### src/rtl/polygon_convexity_check_core_defines.svh
// assertion macros for the polygon convexity checker
// used by rtl files that carry concurrent checks; needs clk and rst in scope
`ifndef POLYGON_CONVEXITY_CHECK_CORE_DEFINES_SVH
`define POLYGON_CONVEXITY_CHECK_CORE_DEFINES_SVH

`ifndef SYNTH
// same-cycle implication
`define PCC_ASSERT_IMP(label, ante, cons) \
  label: assert property (@(posedge clk) disable iff (rst) (ante) |-> (cons)) \
    else $error("pcc assertion failed");
// next-cycle implication
`define PCC_ASSERT_NXT(label, ante, cons) \
  label: assert property (@(posedge clk) disable iff (rst) (ante) |=> (cons)) \
    else $error("pcc assertion failed");
`else
`define PCC_ASSERT_IMP(label, ante, cons)
`define PCC_ASSERT_NXT(label, ante, cons)
`endif

`endif

### src/rtl/pcc_pkg.sv
// shared types and the orientation update for the convexity checker
// no dependencies
package pcc_pkg;

  // sign of one cross product
  typedef struct packed {
    logic neg;
    logic zero;
  } sign_t;

  // per-beat control that travels down the pipeline
  typedef struct packed {
    logic turn_en;  // at least two vertices came before this one
    logic last;     // closing vertex
  } ctrl_t;

  // orientation tracking state
  typedef struct packed {
    logic known;    // first turn seen
    logic pos;      // first turn was strictly positive
    logic concave;  // a turn disagreed
  } orient_t;

  function automatic orient_t turn_step(input orient_t o, input sign_t s);
    orient_t r;
    r = o;
    if (!o.known) begin
      r.known = 1'b1;
      r.pos   = !s.neg && !s.zero;
    end else if (!s.zero && (s.neg == o.pos)) begin
      r.concave = 1'b1;
    end
    return r;
  endfunction

endpackage

### src/rtl/pcc_cross.sv
// two-stage exact cross product sign: registered products, then registered sign
// depends on pcc_pkg
module pcc_cross #(
  parameter int DW = 17
) (
  input  logic                 clk,
  input  logic                 ld_prod,
  input  logic                 ld_sign,
  input  logic signed [DW-1:0] e1_x,
  input  logic signed [DW-1:0] e1_y,
  input  logic signed [DW-1:0] e2_x,
  input  logic signed [DW-1:0] e2_y,
  output pcc_pkg::sign_t       sign
);
  import pcc_pkg::*;

  localparam int PW = 2 * DW;

  logic signed [PW-1:0] prod_l;
  logic signed [PW-1:0] prod_r;
  logic        [PW:0]   diff;

  always_ff @(posedge clk) begin
    if (ld_prod) begin
      prod_l <= e1_x * e2_y;
      prod_r <= e1_y * e2_x;
    end
  end

  assign diff = {prod_l[PW-1], prod_l} - {prod_r[PW-1], prod_r};

  always_ff @(posedge clk) begin
    if (ld_sign) begin
      sign.neg  <= diff[PW];
      sign.zero <= (diff == '0);
    end
  end

endmodule

### config.mk
export PLATFORM = sky130hd
export DESIGN_NAME = pcc_cross
export DESIGN_NICKNAME = d
export VERILOG_FILES = /design/src/rtl/polygon_convexity_check_core_defines.svh /design/src/rtl/pcc_pkg.sv /design/src/rtl/pcc_cross.sv
export SDC_FILE = /design/constraint.sdc
export NUM_CORES = 2
export LEC_CHECK = 0
export ABC_AREA = 1
export ABC_CLOCK_PERIOD_IN_PS = 6800
export BUFFER_PORTS_ARGS = -buffer_cell sky130_fd_sc_hd__buf_2
export CORE_ASPECT_RATIO = 1.4
export CORE_MARGIN = 8
export CORE_UTILIZATION = 30
export CTS_CLUSTER_DIAMETER = 200
export CTS_CLUSTER_SIZE = 25
export DETAILED_ROUTE_END_ITERATION = 10
export GPL_ROUTABILITY_DRIVEN = 0
export PLACE_DENSITY = 0.56
export SETUP_SLACK_MARGIN = 0.4
export SYNTH_ARGS = -nofsm -noshare
export SYNTH_HDL_FRONTEND = slang
export SYNTH_SLANG_ARGS = --single-unit
### constraint.sdc
create_clock -name clk -period 6.8 [get_ports clk]
set_input_delay 1.02 -clock clk [delete_from_list [all_inputs] [get_ports clk]]
set_output_delay 1.02 -clock clk [all_outputs]
set_load 0.02 [all_outputs]
==> metrics.yaml <==
status: "complete, no violations"
drt_iter0_drc: 760
start_util: 0.301
endpoint_kind: "flip-flop"
min_period_over_period: 0.901
cts.sinks: 70
first_pass_iters: 5
yosysTopAreaCell: "fa_1"
drive_gt1_frac: 0.0627
die_area_sq_um: 99500
grt_pass1_wl_microns: 110000
viasPerCell: 4.39
synth-seq-cells: 70
yosys-top-cells-area: "fa_1 44%, inv_1 15%, nand2_1 11%"
fmax_ghz: 0.163
seqCellArea_sq_um: 2100
cp_slowest_stage_delay_ns: 0.52
rsz0062_at_grt: "true"
finalSetupViolations: 0
slew_viol_final: 0
synthTopCellsByCount: "1,060 x inv_1, 762 x nand2_1, 593 x fa_1"
cp.required_ns: 6.88
arrival_ns: 6.21
startpoint_type: "input port"
grt_use_total: 0.138
path_class: "input port to flip-flop"
ant_nets: 0
final_nets: 4198
crit_buf_inv: 7
syn_area_per_cell_sq_um: 8.07
cp.depth: 22
port_buffers: 72
slowest_stage: "fa_1"
insertion_delay_ns: 0.35
cap_violations: 0
antenna-diode-count: 0
area_growth_pct: 8.26
tightest_slew_ns: 0.949
cts_max_level: 3
min-delay-path-class: "flip-flop to flip-flop"
hold_violations: 0
fin_setup_tns_ns: 0
cp_top_family: "adder cells"
cts_root_buf: "clkbuf_16"
hold-path-cell-count: 2
coreArea_sq_um: 89300
slew_headroom: 0.367
grt_overflow: 0
synth_edf_count: 70
synth.most_common_cell: "inv_1"
antenna_found_initial: 1
crit_path_cell_trace: "buf_2 > clkinvlp_4 > buf_12 > buf_4 > or2_2 > fa_1 > fa_1 > inv_1 > fa_1 > inv_1 > fa_1 > inv_1 > fa_1 > fa_1 > ha_1 > a21o_1 > a21oi_1 > nor2_1 > a211oi_1 > nand2_1 > a41oi_1 > xor2_1"
numCtsBuffers: 9
syn_nets: 4199
crit_fanout: 14
dpl.hpwl_microns: 56900
synthCells: 3331
cts_max_path_buffers: 2
fin_skew_ns: 0.00628
syn_area_sq_um: 26900
reg2reg_depth: 17
io_pins: 73
synthFlopType: "edfxtp_1"
period_needed_ns: 6.13
die_y_microns: 370
grt_max_degree: 69
avgRoutedWirePerCell_microns: 14.6
die_x_microns: 269
ys_seq_area_frac: 0.0782
num_vias: 19900
row_count: 130
synth_top_area_frac: 0.442
cts_tree: "yes"
cp_common_cell: "fa_1"
clkSlewWorstSetupHoldPaths_ns: 0.06
nFillCells: 9504
drc: 0
synth_warnings: 0
multi_input_area_sq_um: 20400
ys_types: 45
grt_pass1_vias: 21800
drt-total-wl_microns: 66300
synthArstFlopShare: 0
## layout make-up
type / instances / area share
Clock buffer: 9 / 0.00774
Clock inverter: 7 / 0.00305
Inverter: 1063 / 0.137
Multi-Input combinational cell: 2064 / 0.700
Sequential cell: 70 / 0.0723
Tap cell: 1188 / 0.0511
Timing Repair Buffer: 122 / 0.0285
## registers in the layout, indices dropped and copies added (netlist names)
name and cells:
prod_l 34, prod_r 34, sign 2
## cells by family (layout without fill, tap and decap cells)
kind of cell,Yosys count,count (layout),synth area share
AO/OA/AOI/OAI,195,195,0.0439
XOR/XNOR,85,85,0.0277
adder cells (fa/ha/maj),797,797,0.537
buffers and inverters,1197,1201,0.167
flip-flops,70,70,0.0782
AND/OR/NAND/NOR,987,987,0.146
## worst min-delay path: cells and delay by family, from the launching register on
kind	cells	cell delay, ns
adder cells (fa/ha/maj)	1	0.18
flip-flops	1	0.39
AO/OA/AOI/OAI	1	0.18
## per-layer routing
layer / GRT usage / vias up / part of all wire
met5: 0 / - / 0
met2: 0.274 / 292 / 0.57
li1: - / 9445 / -
met3: 0.0103 / 119 / 0.022
met4: 0.0377 / 0 / 0.031
met1: 0.153 / 10000 / 0.38
## stage by stage
step	instance area (sq um)	cells	hold WS [ns]	setup slack, ns	util
after detailed placement	28500	4496	0.862	0.147	0.319
after CTS	28800	4512	0.885	0.495	0.323
after global routing	29100	4523	0.889	0.355	0.326
after global placement	28500	4496	0.861	0.125	0.319
after floorplan	26900	3331	0.714	0.377	-
final	29100	4523	0.867	0.671	0.326
## layout by cell type, fill, tap and decap left out, types with 5 or more instances in the layout
cell type | netlist | routed
a21oi_1 | 91 | 87
fa_1 | 593 | 588
xnor2_1 | 36 | 35
nor2_1 | 120 | 118
a21o_1 | 7 | 7
o21a_1 | 10 | 10
nand2_2 | 11 | 14
fa_2 | 0 | 5
inv_1 | 1060 | 1059
buf_2 | 0 | 41
nor3_1 | 13 | 11
or2_2 | 9 | 9
nand3_1 | 43 | 42
o21ai_1 | 5 | 5
o21ai_2 | 6 | 6
nand2_1 | 762 | 759
clkbuf_4 | 0 | 26
clkbuf_16 | 0 | 9
ha_1 | 204 | 203
edfxtp_1 | 70 | 70
xor2_1 | 49 | 49
nand4_1 | 13 | 13
o211ai_1 | 6 | 6
a21oi_2 | 10 | 14
nand3b_1 | 6 | 6
o21ai_0 | 35 | 35
buf_4 | 0 | 53
## path summary, 6_finish.rpt
path         startpoint    endpoint  slack [ns]
max reg2reg   prod_l[0]     sign[0]        4.06
max            e2_x[16]  prod_r[33]        0.67
min          prod_l[33]     sign[1]        0.87
min reg2reg  prod_l[33]     sign[1]        0.87
## repair_timing
item                                    4_1_cts  5_1_grt
endpoints found under the setup margin        0       15
resized for setup                             0       58
buffers inserted                              0       11
hold buffers                                  0        0
hold endpoints to repair                      0        0
Power is not shown: default switching activity piles up to over one toggle a cycle in this logic, so the estimate is an artifact.
