File: src/rtl/polygon_convexity_check_core_defines.svh
// assertion macros for the polygon convexity checker
// used by rtl files that carry concurrent checks; needs clk and rst in scope
`ifndef POLYGON_CONVEXITY_CHECK_CORE_DEFINES_SVH
`define POLYGON_CONVEXITY_CHECK_CORE_DEFINES_SVH

`ifndef SYNTH
// same-cycle implication
`define PCC_ASSERT_IMP(label, ante, cons) \
  label: assert property (@(posedge clk) disable iff (rst) (ante) |-> (cons)) \
    else $error("pcc assertion failed");
// next-cycle implication
`define PCC_ASSERT_NXT(label, ante, cons) \
  label: assert property (@(posedge clk) disable iff (rst) (ante) |=> (cons)) \
    else $error("pcc assertion failed");
`else
`define PCC_ASSERT_IMP(label, ante, cons)
`define PCC_ASSERT_NXT(label, ante, cons)
`endif

`endif

File: src/rtl/pcc_pkg.sv
// shared types and the orientation update for the convexity checker
// no dependencies
package pcc_pkg;

  // sign of one cross product
  typedef struct packed {
    logic neg;
    logic zero;
  } sign_t;

  // per-beat control that travels down the pipeline
  typedef struct packed {
    logic turn_en;  // at least two vertices came before this one
    logic last;     // closing vertex
  } ctrl_t;

  // orientation tracking state
  typedef struct packed {
    logic known;    // first turn seen
    logic pos;      // first turn was strictly positive
    logic concave;  // a turn disagreed
  } orient_t;

  function automatic orient_t turn_step(input orient_t o, input sign_t s);
    orient_t r;
    r = o;
    if (!o.known) begin
      r.known = 1'b1;
      r.pos   = !s.neg && !s.zero;
    end else if (!s.zero && (s.neg == o.pos)) begin
      r.concave = 1'b1;
    end
    return r;
  endfunction

endpackage

File: src/rtl/pcc_if.sv


interface pcc_result_if;
  logic valid;
  logic ready;
  logic is_convex;

  modport source (output valid, is_convex, input ready);
  modport sink   (input valid, is_convex, output ready);
endinterface

File: src/rtl/pcc_judge.sv
// orientation tracking and result register of the convexity checker
// depends on pcc_pkg and pcc_if
module pcc_judge (
  input  logic           clk,
  input  logic           rst,
  input  logic           go,
  input  pcc_pkg::ctrl_t ctrl,
  input  pcc_pkg::sign_t sign_a,
  input  pcc_pkg::sign_t sign_b,
  input  pcc_pkg::sign_t sign_c,
  output logic           free,
  pcc_result_if.source   result
);
  import pcc_pkg::*;

  orient_t orient;
  orient_t orient_a;
  orient_t orient_b;
  orient_t orient_c;

  always_comb begin
    orient_a = ctrl.turn_en ? turn_step(orient, sign_a) : orient;
    orient_b = turn_step(orient_a, sign_b);
    orient_c = turn_step(orient_b, sign_c);
  end

  assign free = !result.valid || result.ready;

  always_ff @(posedge clk) begin
    if (rst) begin
      orient       <= '0;
      result.valid <= 1'b0;
    end else begin
      if (go && ctrl.last) begin
        orient       <= '0;
        result.valid <= 1'b1;
      end else begin
        if (go) begin
          orient <= orient_a;
        end
        if (result.ready) begin
          result.valid <= 1'b0;
        end
      end
    end
  end

  always_ff @(posedge clk) begin
    if (go && ctrl.last) begin
      result.is_convex <= ctrl.turn_en && !orient_c.concave;
    end
  end

endmodule

File: src/flat_wrapper.sv
// flat-port wrapper written by rule: the top's interface ports become plain ports
module pcc_judge_flat import pcc_pkg::*;
  (clk, rst, go, ctrl, sign_a, sign_b, sign_c, free, result_valid, result_is_convex, result_ready);
  pcc_result_if result_i ();
  input  logic clk;
  input  logic rst;
  input  logic go;
  input  pcc_pkg::ctrl_t ctrl;
  input  pcc_pkg::sign_t sign_a;
  input  pcc_pkg::sign_t sign_b;
  input  pcc_pkg::sign_t sign_c;
  output logic free;
  output wire logic [$bits(result_i.valid)-1:0] result_valid;
  output wire logic [$bits(result_i.is_convex)-1:0] result_is_convex;
  input wire logic [$bits(result_i.ready)-1:0] result_ready;
  assign result_valid = result_i.valid;
  assign result_is_convex = result_i.is_convex;
  assign result_i.ready = result_ready;
  pcc_judge u_core (.clk(clk), .rst(rst), .go(go), .ctrl(ctrl), .sign_a(sign_a), .sign_b(sign_b), .sign_c(sign_c), .free(free), .result(result_i));
endmodule
File: config.mk
export PLATFORM = sky130hd
export DESIGN_NAME = pcc_judge_flat
export DESIGN_NICKNAME = d
export VERILOG_FILES = /design/src/rtl/polygon_convexity_check_core_defines.svh /design/src/rtl/pcc_pkg.sv /design/src/rtl/pcc_if.sv /design/src/rtl/pcc_judge.sv /design/src/flat_wrapper.sv
export SDC_FILE = /design/constraint.sdc
export NUM_CORES = 1
export LEC_CHECK = 0
export ABC_CLOCK_PERIOD_IN_PS = 1450
export BUFFER_PORTS_ARGS = -buffer_cell sky130_fd_sc_hd__buf_2
export CAP_MARGIN = 10
export CORE_AREA = 2 2 39 41
export DETAILED_ROUTE_END_ITERATION = 12
export DIE_AREA = 0 0 41 43
export GPL_TIMING_DRIVEN = 0
export PLACE_DENSITY_LB_ADDON = 0.08
export SLEW_MARGIN = 20
export SYNTH_ARGS = -nofsm -noshare
export SYNTH_HDL_FRONTEND = slang
export SYNTH_SLANG_ARGS = --single-unit
File: constraint.sdc
create_clock -name clk -period 1.45 [get_ports clk]
set_clock_uncertainty 0.1 [all_clocks]
set_input_delay 0.0725 -clock clk [delete_from_list [all_inputs] [get_ports clk]]
set_output_delay 0.0725 -clock clk [all_outputs]
set_load 0.01 [all_outputs]
==> Flow_metrics.wiki <==
{| class="wikitable"
! Metric !! Value
|-
| Yosys warning count || 0
|-
| Sum Neg Setup Slack || 0 ps
|-
| IR drop worst, VDD || 0.000501 V
|-
| Worst Hold Slack || 15.8 ps
|-
| Initial Util || 0.185
|-
| Antenna diode count || 0
|-
| Drt drc || 0
|-
| Total congestion overflow after global routing || 0
|-
| Clock transition at the registers of the reported paths || 50 ps
|-
| Depth of the worst register-to-register path || 4
|-
| Portion of the clock cycle consumed by the worst path in the final layout || 0.984
|-
| Netlist Area Pre-Place || 256 um^2
|-
| Worst reg2reg startpoint || u_core.orient[2]
|-
| Number of buffers added for setup after CTS || 0
|-
| Die height || 43 um
|-
| Total instance count after detailed placement || 56
|-
| Capturing element type of the critical path || register
|-
| Worst r2r dst || u_core.result.is_convex
|-
| Number of optimization iterations in the first detailed-route pass || 2
|-
| Hold crit path type || input port to register
|-
| Final-report setup violation count || 0
|-
| Placed Area || 347 um^2
|-
| Final count of pins violating max slew || 0
|-
| Count of filler cells inserted in the layout || 156
|-
| #FFs+latches synth || 5
|-
| Hold path startpoint || result_ready
|-
| Number of buffers created by CTS || 3
|-
| Worst EP required || 1340 ps
|-
| CP bufs+invs || 0
|-
| Max FO, Critical Path || 3
|-
| Standard cell core area || 1380 um^2
|-
| Worst setup SP type || register
|-
| Total Nets Final || 58
|-
| Maximum clock insertion buffer count || 2
|-
| Sequential-to-total area share from yosys stat || 0.429
|-
| Final standard cell area without fillers || 393 um^2
|-
| RSZ-0062 raised after global routing || true
|-
| Overall routed net length || a little over 600 um
|-
| Top Ports || 15
|-
| Worst Tran Pin Value || 262 ps
|-
| Outcome || complete, no violations
|-
| Total of buffers placed on input and output ports || 14
|-
| Family with the most delay on the worst path || flip-flops
|-
| Post-Layout Cell Count || between 60 and 70
|-
| Fmax achieved || 701 MHz
|-
| Post-route antenna net violation count || 0
|-
| Signal arrival time at the worst endpoint || 1320 ps
|-
| Global routing usage summed across all routing layers || 0.0989
|-
| Per-instance average area after synthesis || 9.87 um^2
|-
| # Max-Cap Violations || 0
|-
| First-pass GRT wire length || 1100 um
|-
| Power per cell area || 940 nW/um^2
|-
| Tightest slew margin relative to the limit || 0.825
|-
| Vias in the first global route || 284
|-
| P&R area growth vs syn || 53.2%
|-
| Detailed placement HPWL || 489 um
|-
| Global placer's final weighted congestion || about 0.69
|-
| Static leakage || 0.171 nW
|-
| TritonCTS clock tree || yes
|-
| Number of violations reported at the end of detailed-routing iteration 0 || 5
|-
| Largest net degree at the start of global routing || 6
|-
| Count of clock tree sinks || 5
|-
| Synthesized instance count || 26
|-
| Number of failing hold endpoints at the final stage || 0
|-
| Worst Hold Path EP || u_core.result.valid
|-
| Skew-Pair Late Insertion Delay || approximately 240 ps
|-
| Crit Path Category || register to register
|-
| Number of antenna violations at the first check in global routing || 0
|-
| Die area || ~1800 um^2
|-
| Setup slack of the most critical reg-to-reg path || 20 ps
|-
| Site row count || 14
|-
| Cell depth of the worst min-delay path || 3
|-
| Average wire per cell in the routed design || 10.1 um
|-
| Post-detailed-route via-to-cell ratio || 4.07
|-
| Slowest library cell on the worst path || dfxtp_2
|-
| Distinct cell type count of the synthesized netlist || 17
|-
| H-tree levels || 1
|-
| Synthesized net count || 38
|-
| Tmin final || approximately 1400 ps
|-
| CP peak stage delay || 330 ps
|-
| Vias after detailed routing || roughly 250
|-
| Overall power of the completed layout || 0.369 mW
|-
| Fraction of layout instances using a drive strength above 1 || 0.444
|-
| Clock Root Buffer || clkbuf_4
|-
| Width of the die || 41 um
|-
| Cell chain of the critical path || nor2b_4 -> mux2i_4 -> xnor2_1 -> o221a_1
|}
[state kept, by name (all words and copies together) (netlist names)]
name                     flops
u_core.orient                3
u_core.result.valid          1
u_core.result.is_convex      1
[synthesized netlist by cell type (all sizes together)]
library cell	n	area, um^2
edfxtp	1	30.0
a21oi	2	10.0
inv	2	7.51
nor3b	2	15.0
nor3	2	10.0
xor2	1	8.76
o22ai	1	6.26
dfxtp	4	80.1
mux2i	1	13.8
xnor2	2	17.5
nor2	1	3.75
nand2	1	3.75
a31oi	1	6.26
o221a	1	11.3
nand2b	2	12.5
nor2b	2	20.0
[worst max-delay path by stage]
stage / start / to / cells past startpoint
after floorplan: u_core.orient[2] / u_core.result.is_convex / 4
after global placement: u_core.orient[2] / u_core.result.is_convex / 4
after detailed placement: u_core.orient[2] / u_core.result.is_convex / 4
after CTS: u_core.orient[2] / u_core.result.is_convex / 4
after global routing: u_core.orient[2] / u_core.result.is_convex / 4
final: u_core.orient[2] / u_core.result.is_convex / 4
[report_power, final]
part           switching [mW]  total, mW  internal, mW
registers             0.00351      0.152         0.149
clock network          0.0545      0.158         0.104
logic                  0.0255     0.0590        0.0335
[stage by stage]
step / setup slack, ps / utilization
2_1_floorplan: 73.6 / -
3_3_place_gp: -20.3 / 0.250
3_5_place_dp: -35.0 / 0.250
4_1_cts: 0.760 / 0.283
5_1_grt: -54.2 / 0.284
6_report: 22.5 / 0.284
[logic make-up (layout without fill, tap and decap cells)]
family / after synthesis / in the layout / synth area share
AND/OR/NAND/NOR: 10 / 10 / 0.254
buffers and inverters: 2 / 21 / 0.0293
XOR/XNOR: 3 / 3 / 0.102
multiplexers: 1 / 1 / 0.0536
AO/OA/AOI/OAI: 5 / 5 / 0.132
flip-flops: 5 / 5 / 0.429
[timing repair]
action / in CTS / in global routing
hold buffers: 1 / 0
resized for setup: 1 / 1
endpoints found under the hold margin: 4 / 0
gates cloned: 0 / 0
setup endpoints to repair: 1 / 1
[layer usage]
| layer | part of all wire | vias to the layer above | GRT usage |
|---|---|---|---|
| met5 | 0 | - | 0 |
| met2 | 0.51 | 5 | 0.138 |
| met4 | 0 | 0 | 0.0200 |
| met3 | 0.060 | 0 | 0.0942 |
| met1 | 0.43 | 114 | 0.108 |
| li1 | - | 129 | - |
[cell type report]
class | count | area (um^2) | area share
Multi-Input combinational cell | 19 | 148 | 0.376
Tap cell | 16 | 20.0 | 0.0510
Timing Repair Buffer | 15 | 80.1 | 0.204
Sequential cell | 5 | 111 | 0.283
Clock buffer | 4 | 26.3 | 0.0669
Inverter | 2 | 7.51 | 0.0191
[worst min-delay path, cell delays in order]
cell and delay, ps:
buf_2 70, nand2b_1 100, a21oi_1 60
[placed cells by master, fill, tap and decap left out]
master,instances
dfxtp_1,3
xnor2_1,2
nand2b_1,2
dfxtp_2,1
dlygate4sd3_1,1
nor2b_4,1
clkbuf_4,3
nor2_1,1
buf_2,14
clkbuf_1,1
o221a_1,1
nor3b_1,2
a31oi_1,1
o22ai_1,1
nor3_1,2
edfxtp_1,1
nand2_1,1
xor2_1,1
inv_1,2
a21oi_1,2
nor2b_1,1
mux2i_4,1
Power figures use the tool's default switching activity.
