<file path="src/rtl/polygon_convexity_check_core_defines.svh">
// assertion macros for the polygon convexity checker
// used by rtl files that carry concurrent checks; needs clk and rst in scope
`ifndef POLYGON_CONVEXITY_CHECK_CORE_DEFINES_SVH
`define POLYGON_CONVEXITY_CHECK_CORE_DEFINES_SVH

`ifndef SYNTH
// same-cycle implication
`define PCC_ASSERT_IMP(label, ante, cons) \
  label: assert property (@(posedge clk) disable iff (rst) (ante) |-> (cons)) \
    else $error("pcc assertion failed");
// next-cycle implication
`define PCC_ASSERT_NXT(label, ante, cons) \
  label: assert property (@(posedge clk) disable iff (rst) (ante) |=> (cons)) \
    else $error("pcc assertion failed");
`else
`define PCC_ASSERT_IMP(label, ante, cons)
`define PCC_ASSERT_NXT(label, ante, cons)
`endif

`endif

</file>
<file path="src/rtl/pcc_pkg.sv">
// shared types and the orientation update for the convexity checker
// no dependencies
package pcc_pkg;

  // sign of one cross product
  typedef struct packed {
    logic neg;
    logic zero;
  } sign_t;

  // per-beat control that travels down the pipeline
  typedef struct packed {
    logic turn_en;  // at least two vertices came before this one
    logic last;     // closing vertex
  } ctrl_t;

  // orientation tracking state
  typedef struct packed {
    logic known;    // first turn seen
    logic pos;      // first turn was strictly positive
    logic concave;  // a turn disagreed
  } orient_t;

  function automatic orient_t turn_step(input orient_t o, input sign_t s);
    orient_t r;
    r = o;
    if (!o.known) begin
      r.known = 1'b1;
      r.pos   = !s.neg && !s.zero;
    end else if (!s.zero && (s.neg == o.pos)) begin
      r.concave = 1'b1;
    end
    return r;
  endfunction

endpackage

</file>
<file path="src/rtl/pcc_front.sv">
// vertex history and edge vector stage of the convexity checker
// depends on pcc_pkg
module pcc_front #(
  parameter int CW = 16
) (
  input  logic                 clk,
  input  logic                 rst,
  input  logic                 accept,
  input  logic signed [CW-1:0] in_x,
  input  logic signed [CW-1:0] in_y,
  input  logic                 in_last,
  output logic signed [CW:0]   on_x,   // newer - older
  output logic signed [CW:0]   on_y,
  output logic signed [CW:0]   nv_x,   // v - newer
  output logic signed [CW:0]   nv_y,
  output logic signed [CW:0]   vf_x,   // first - v
  output logic signed [CW:0]   vf_y,
  output logic signed [CW:0]   fs_x,   // second - first
  output logic signed [CW:0]   fs_y,
  output pcc_pkg::ctrl_t       ctrl
);
  import pcc_pkg::*;

  logic signed [CW-1:0] first_x, first_y;
  logic signed [CW-1:0] second_x, second_y;
  logic signed [CW-1:0] older_x, older_y;
  logic signed [CW-1:0] newer_x, newer_y;
  logic [1:0]           count;

  always_ff @(posedge clk) begin
    if (rst) begin
      first_x  <= '0;
      first_y  <= '0;
      second_x <= '0;
      second_y <= '0;
      older_x  <= '0;
      older_y  <= '0;
      newer_x  <= '0;
      newer_y  <= '0;
      count    <= '0;
    end else if (accept) begin
      if (in_last) begin
        first_x  <= '0;
        first_y  <= '0;
        second_x <= '0;
        second_y <= '0;
        older_x  <= '0;
        older_y  <= '0;
        newer_x  <= '0;
        newer_y  <= '0;
        count    <= '0;
      end else begin
        if (count == 2'd0) begin
          first_x <= in_x;
          first_y <= in_y;
        end
        if (count == 2'd1) begin
          second_x <= in_x;
          second_y <= in_y;
        end
        older_x <= newer_x;
        older_y <= newer_y;
        newer_x <= in_x;
        newer_y <= in_y;
        if (count != 2'd3) begin
          count <= count + 2'd1;
        end
      end
    end
  end

  always_ff @(posedge clk) begin
    if (accept) begin
      on_x         <= {newer_x[CW-1], newer_x} - {older_x[CW-1], older_x};
      on_y         <= {newer_y[CW-1], newer_y} - {older_y[CW-1], older_y};
      nv_x         <= {in_x[CW-1], in_x} - {newer_x[CW-1], newer_x};
      nv_y         <= {in_y[CW-1], in_y} - {newer_y[CW-1], newer_y};
      vf_x         <= {first_x[CW-1], first_x} - {in_x[CW-1], in_x};
      vf_y         <= {first_y[CW-1], first_y} - {in_y[CW-1], in_y};
      fs_x         <= {second_x[CW-1], second_x} - {first_x[CW-1], first_x};
      fs_y         <= {second_y[CW-1], second_y} - {first_y[CW-1], first_y};
      ctrl.turn_en <= count[1];
      ctrl.last    <= in_last;
    end
  end

endmodule

</file>
<file path="config.mk">
export PLATFORM = sky130hd
export DESIGN_NAME = pcc_front
export DESIGN_NICKNAME = d
export VERILOG_FILES = /design/src/rtl/polygon_convexity_check_core_defines.svh /design/src/rtl/pcc_pkg.sv /design/src/rtl/pcc_front.sv
export SDC_FILE = /design/constraint.sdc
export NUM_CORES = 1
export LEC_CHECK = 0
export BUFFER_PORTS_ARGS = -buffer_cell sky130_fd_sc_hd__buf_4
export CORE_ASPECT_RATIO = 1.1
export CORE_MARGIN = 5
export CORE_UTILIZATION = 50
export DETAILED_ROUTE_END_ITERATION = 12
export PLACE_DENSITY = 0.72
export SYNTH_ARGS = -nofsm -noshare
export SYNTH_HDL_FRONTEND = slang
export SYNTH_SLANG_ARGS = --single-unit
</file>
<file path="constraint.sdc">
create_clock -name clk -period 2.74 [get_ports clk]
set_input_delay 0.822 -clock clk [delete_from_list [all_inputs] [get_ports clk]]
set_output_delay 0.822 -clock clk [all_outputs]
set_load 0.02 [all_outputs]
</file>
==> out/results.tsv <==
stage	metric	value	unit
min_path	hold_sp	older_x[0]$_SDFFE_PP0P_	
layout	Post-Layout Cell Count	2293	
sta	hold violation total from the final report	0	
synthesis	post-synth top area cell	edfxtp_1	
power_and_ir_drop	Pwr Density	623	nW/um^2
synthesis	largest family of logic cells by synthesized area	compound AO/OA/AOI/OAI gates	
layout	Fill cells	2564	
synthesis	Synth area leaders	edfxtp_1 27%, dfxtp_1 17%, ha_1 11%	
setup_path	worst r2r path cells	9	
synthesis	Synth warnings	0	
min_path	WHS Endpoint	older_x[0]$_SDFFE_PP0P_	
routing	Remaining DRCs	0	
floorplan	initial core utilization	0.504	
place	routability congestion estimate	0.926	
clock_tree	clk buf depth	3	
layout	ratio of cells with drive above 1 in the final layout	0.177	
layout	P&R area growth vs syn	22.4	%
synthesis	Mapped Nets	1792	
routing	Iteration-0 DRC Markers	606	
global_routing	initial antenna violation count	0	
synthesis	simple-gate area share of the yosys netlist	0.145	
floorplan	io pins	174	
synthesis	asr flop ratio synth	0	
synthesis	synth unique cells	68	
sta	Final min period	2.55	ns
status	status	complete, no violations	
place	cell total after placement	2237	
clock_tree	total CTS buffers	30	
global_routing	largest net degree at the start of global routing	129	
setup_path	CP Max Fanout	3	
floorplan	row cnt	67	
place	Post-DP HPWL	28.8	mm
layout	final net count	2030	
clock_tree	# clock sinks	268	
clock_tree	htree depth	1	
synthesis	most frequent cells after synthesis	175 x inv_1, 158 x nor2_1, 138 x edfxtp_1, 131 x ha_1, 130 x dfxtp_1	
clock_tree	Skew-Pair Late Insertion Delay	0.56	ns
layout	area occupied by multi-input gates	7660	sq um
global_routing	GR Overflow Total	0	
min_path	worst hold path type	reg -> reg	
global_routing	GRT Total Usage	0.220	
min_path	hold depth	2	
synthesis	top cell type's share of synthesized area	0.272	
floorplan	core area	30300	sq um
setup_path	R2R setup slack	0.19	ns
clock_tree	clk root buf	clkbuf_16	
power_and_ir_drop	Leakage Power	7.84	nW
sta	Max Slew Vio Count	0	
clock_tree	post_cts resized	0	
layout	# diodes	0	
clock_tree	CTS Hold Bufs	0	
sta	Slew headroom	0.471	
place	Port Buffers	173	
setup_path	CP Cell Sequence	inv_1 -> ha_1 -> fa_1 -> nand2b_1 -> a21oi_1 -> o211ai_1 -> a21boi_1 -> nor4_1 -> a311o_1	
setup_path	CP max stage cell	fa_1	
synthesis	ys flop type	edfxtp_1	
synthesis	top-count cell post-synth	inv_1	
clock_tree	clock-pin slew on the worst setup and hold paths	0.06	ns
routing	wire per inst	16.8	microns
setup_path	CP arrival	2.84	ns
power_and_ir_drop	Total Power	0.0116	W
synthesis	Post-Synth XOR/XNOR Area	0.0517	
synthesis	post-synthesis sequential area ratio	0.442	
synthesis	Post-synth EDFFs	138	
setup_path	CP required	3.03	ns
synthesis	post-synthesis register bit count	268	
sta	worst hold slack	0.479	ns
clock_tree	CTS tree	built	
global_routing	first-pass GRT wire length	62.3	mm
power_and_ir_drop	VDD IR max	0.414	mV
sta	setup violators final	0	
synthesis	mux cell area share after synthesis	0.00467	
synthesis	area of the mapped netlist	15300	sq um
synthesis	post-synthesis cell count	1617	
sta	RSZ-0062 raised after global routing	false	
floorplan	Die X	177	microns
floorplan	Die Footprint	34100	sq um
layout	Reg area	6750	sq um
setup_path	CP peak stage delay	0.41	ns
setup_path	critical path class	reg -> reg	
synthesis	synthesized area per cell	9.43	sq um
setup_path	Worst Setup End Kind	flop	
job	max-cap viol count	0	
routing	via count	12461	
sta	crit share post-route	0.930	
setup_path	RR Endpoint	on_y[10]$_DFFE_PP_	
sta	Tightest Pin Transition	0.792	ns
setup_path	startpoint class of the critical path	flop	
clock_tree	post-CTS setup buffers	0	
routing	DRT Pass-1 Iters	5	
sta	max frequency	392	MHz
sta	Worst Skew	0.0224	ns
floorplan	Die H	193	microns
global_routing	vias in the first global route	12351	
synthesis	Synth Area in Adders	0.118	
setup_path	worst r2r src	newer_y[0]$_SDFFE_PP0P_	
routing	antenna-violating nets left	0	
routing	total wire length	38.5	mm
routing	DR vias/cell	5.43	
synthesis	compound-cell area share of the yosys netlist	0.182	
[worst max-delay path, delay by kind of cell, from the launching register on]
family / cells / cell delay [ns]
AO/OA/AOI/OAI: 4 / 0.99
adder cells (fa/ha/maj): 2 / 0.62
flip-flops: 1 / 0.35
AND/OR/NAND/NOR: 2 / 0.27
buffers and inverters: 1 / 0.07
[cell usage in the layout (no fill, tap or decap), types with 6 or more instances in the layout]
cell type  Yosys  routed
buf_4          0     257
inv_1        175     175
nor2_1       158     156
edfxtp_1     138     138
ha_1         131     131
dfxtp_1      130     130
nand2_1      119     119
nor2b_1       91      91
a21oi_1       83      83
xnor2_1       68      68
o22ai_1       65      65
a22oi_1       65      65
o21ai_0       49      49
clkbuf_16      0      33
nor3_1        26      26
xor2_1        22      22
a21o_1        20      20
o21a_1        19      19
nand2b_1      18      18
o211ai_1      17      17
nand3_1       13      13
a31oi_1       14      13
a211oi_1      10      10
and3_1        10      10
nand4_1       10      10
o31a_1         8       8
a21boi_0       9       8
fa_1           8       8
o21bai_1       6       6
o31ai_1        6       6
and2_1         6       6
mux2i_1        6       6
[how the worst max path moves through the flow]
stage / slack (ns) / startpoint / depth (start not counted) / endpoint
global route: 0.002 / first_x[0]$_SDFFE_PP0P_ / 10 / vf_x[16]$_DFFE_PP_
global placement: -0.26 / in_x[0] / 10 / vf_x[16]$_DFFE_PP_
finish: 0.19 / newer_y[0]$_SDFFE_PP0P_ / 9 / on_y[10]$_DFFE_PP_
floorplan: 0.02 / in_x[0] / 8 / vf_x[16]$_DFFE_PP_
CTS: 0.19 / newer_y[0]$_SDFFE_PP0P_ / 9 / on_y[10]$_DFFE_PP_
detailed placement: -0.31 / in_x[0] / 10 / vf_x[16]$_DFFE_PP_
[routing by layer]
| layer | GRT usage | part of all wire |
|---|---|---|
| met1 | 0.273 | 0.42 |
| met3 | 0.0258 | 0.049 |
| met2 | 0.402 | 0.51 |
| met5 | 0 | 0 |
| met4 | 0.0628 | 0.028 |
[state kept, by name, summed over array words and instances (netlist names), 17 cells and up]
register  count
fs_y         17
nv_y         17
nv_x         17
fs_x         17
on_y         17
vf_x         17
vf_y         17
on_x         17
[where the power goes]
group	internal [W]	leakage [nW]	switching (W)	total (W)
combinational	0.00110	4.91	0.00146	0.00257
clock	0.00264	0.520	0.00167	0.00430
sequential	0.00464	2.42	0.000131	0.00477
total	0.00838	7.84	0.00326	0.0116
[metrics by stage]
stage,TNS (ns),worst slack [ns],utilization,area (sq um)
floorplan,0,0.0232,-,15300
global placement,-3.30,-0.256,0.581,17600
detailed placement,-4.41,-0.307,0.581,17600
CTS,0,0.191,0.617,18700
global route,0,0.00157,0.617,18700
finish,0,0.192,0.617,18700
[logic make-up after synthesis]
kind of cell             count (synthesis)
adder cells (fa/ha/maj)                139
AND/OR/NAND/NOR                        468
buffers and inverters                  230
AO/OA/AOI/OAI                          415
XOR/XNOR                                90
multiplexers                             7
flip-flops                             268
[layout make-up]
type,instances,area share
clock inverters,17,0.0107
well taps,414,0.0277
clock buffers,39,0.0470
multi-input cells,1119,0.411
flip-flops and latches,268,0.361
repair buffers,261,0.107
inverters,175,0.0352
No activity file was read; power rests on OpenSTA's default activity.
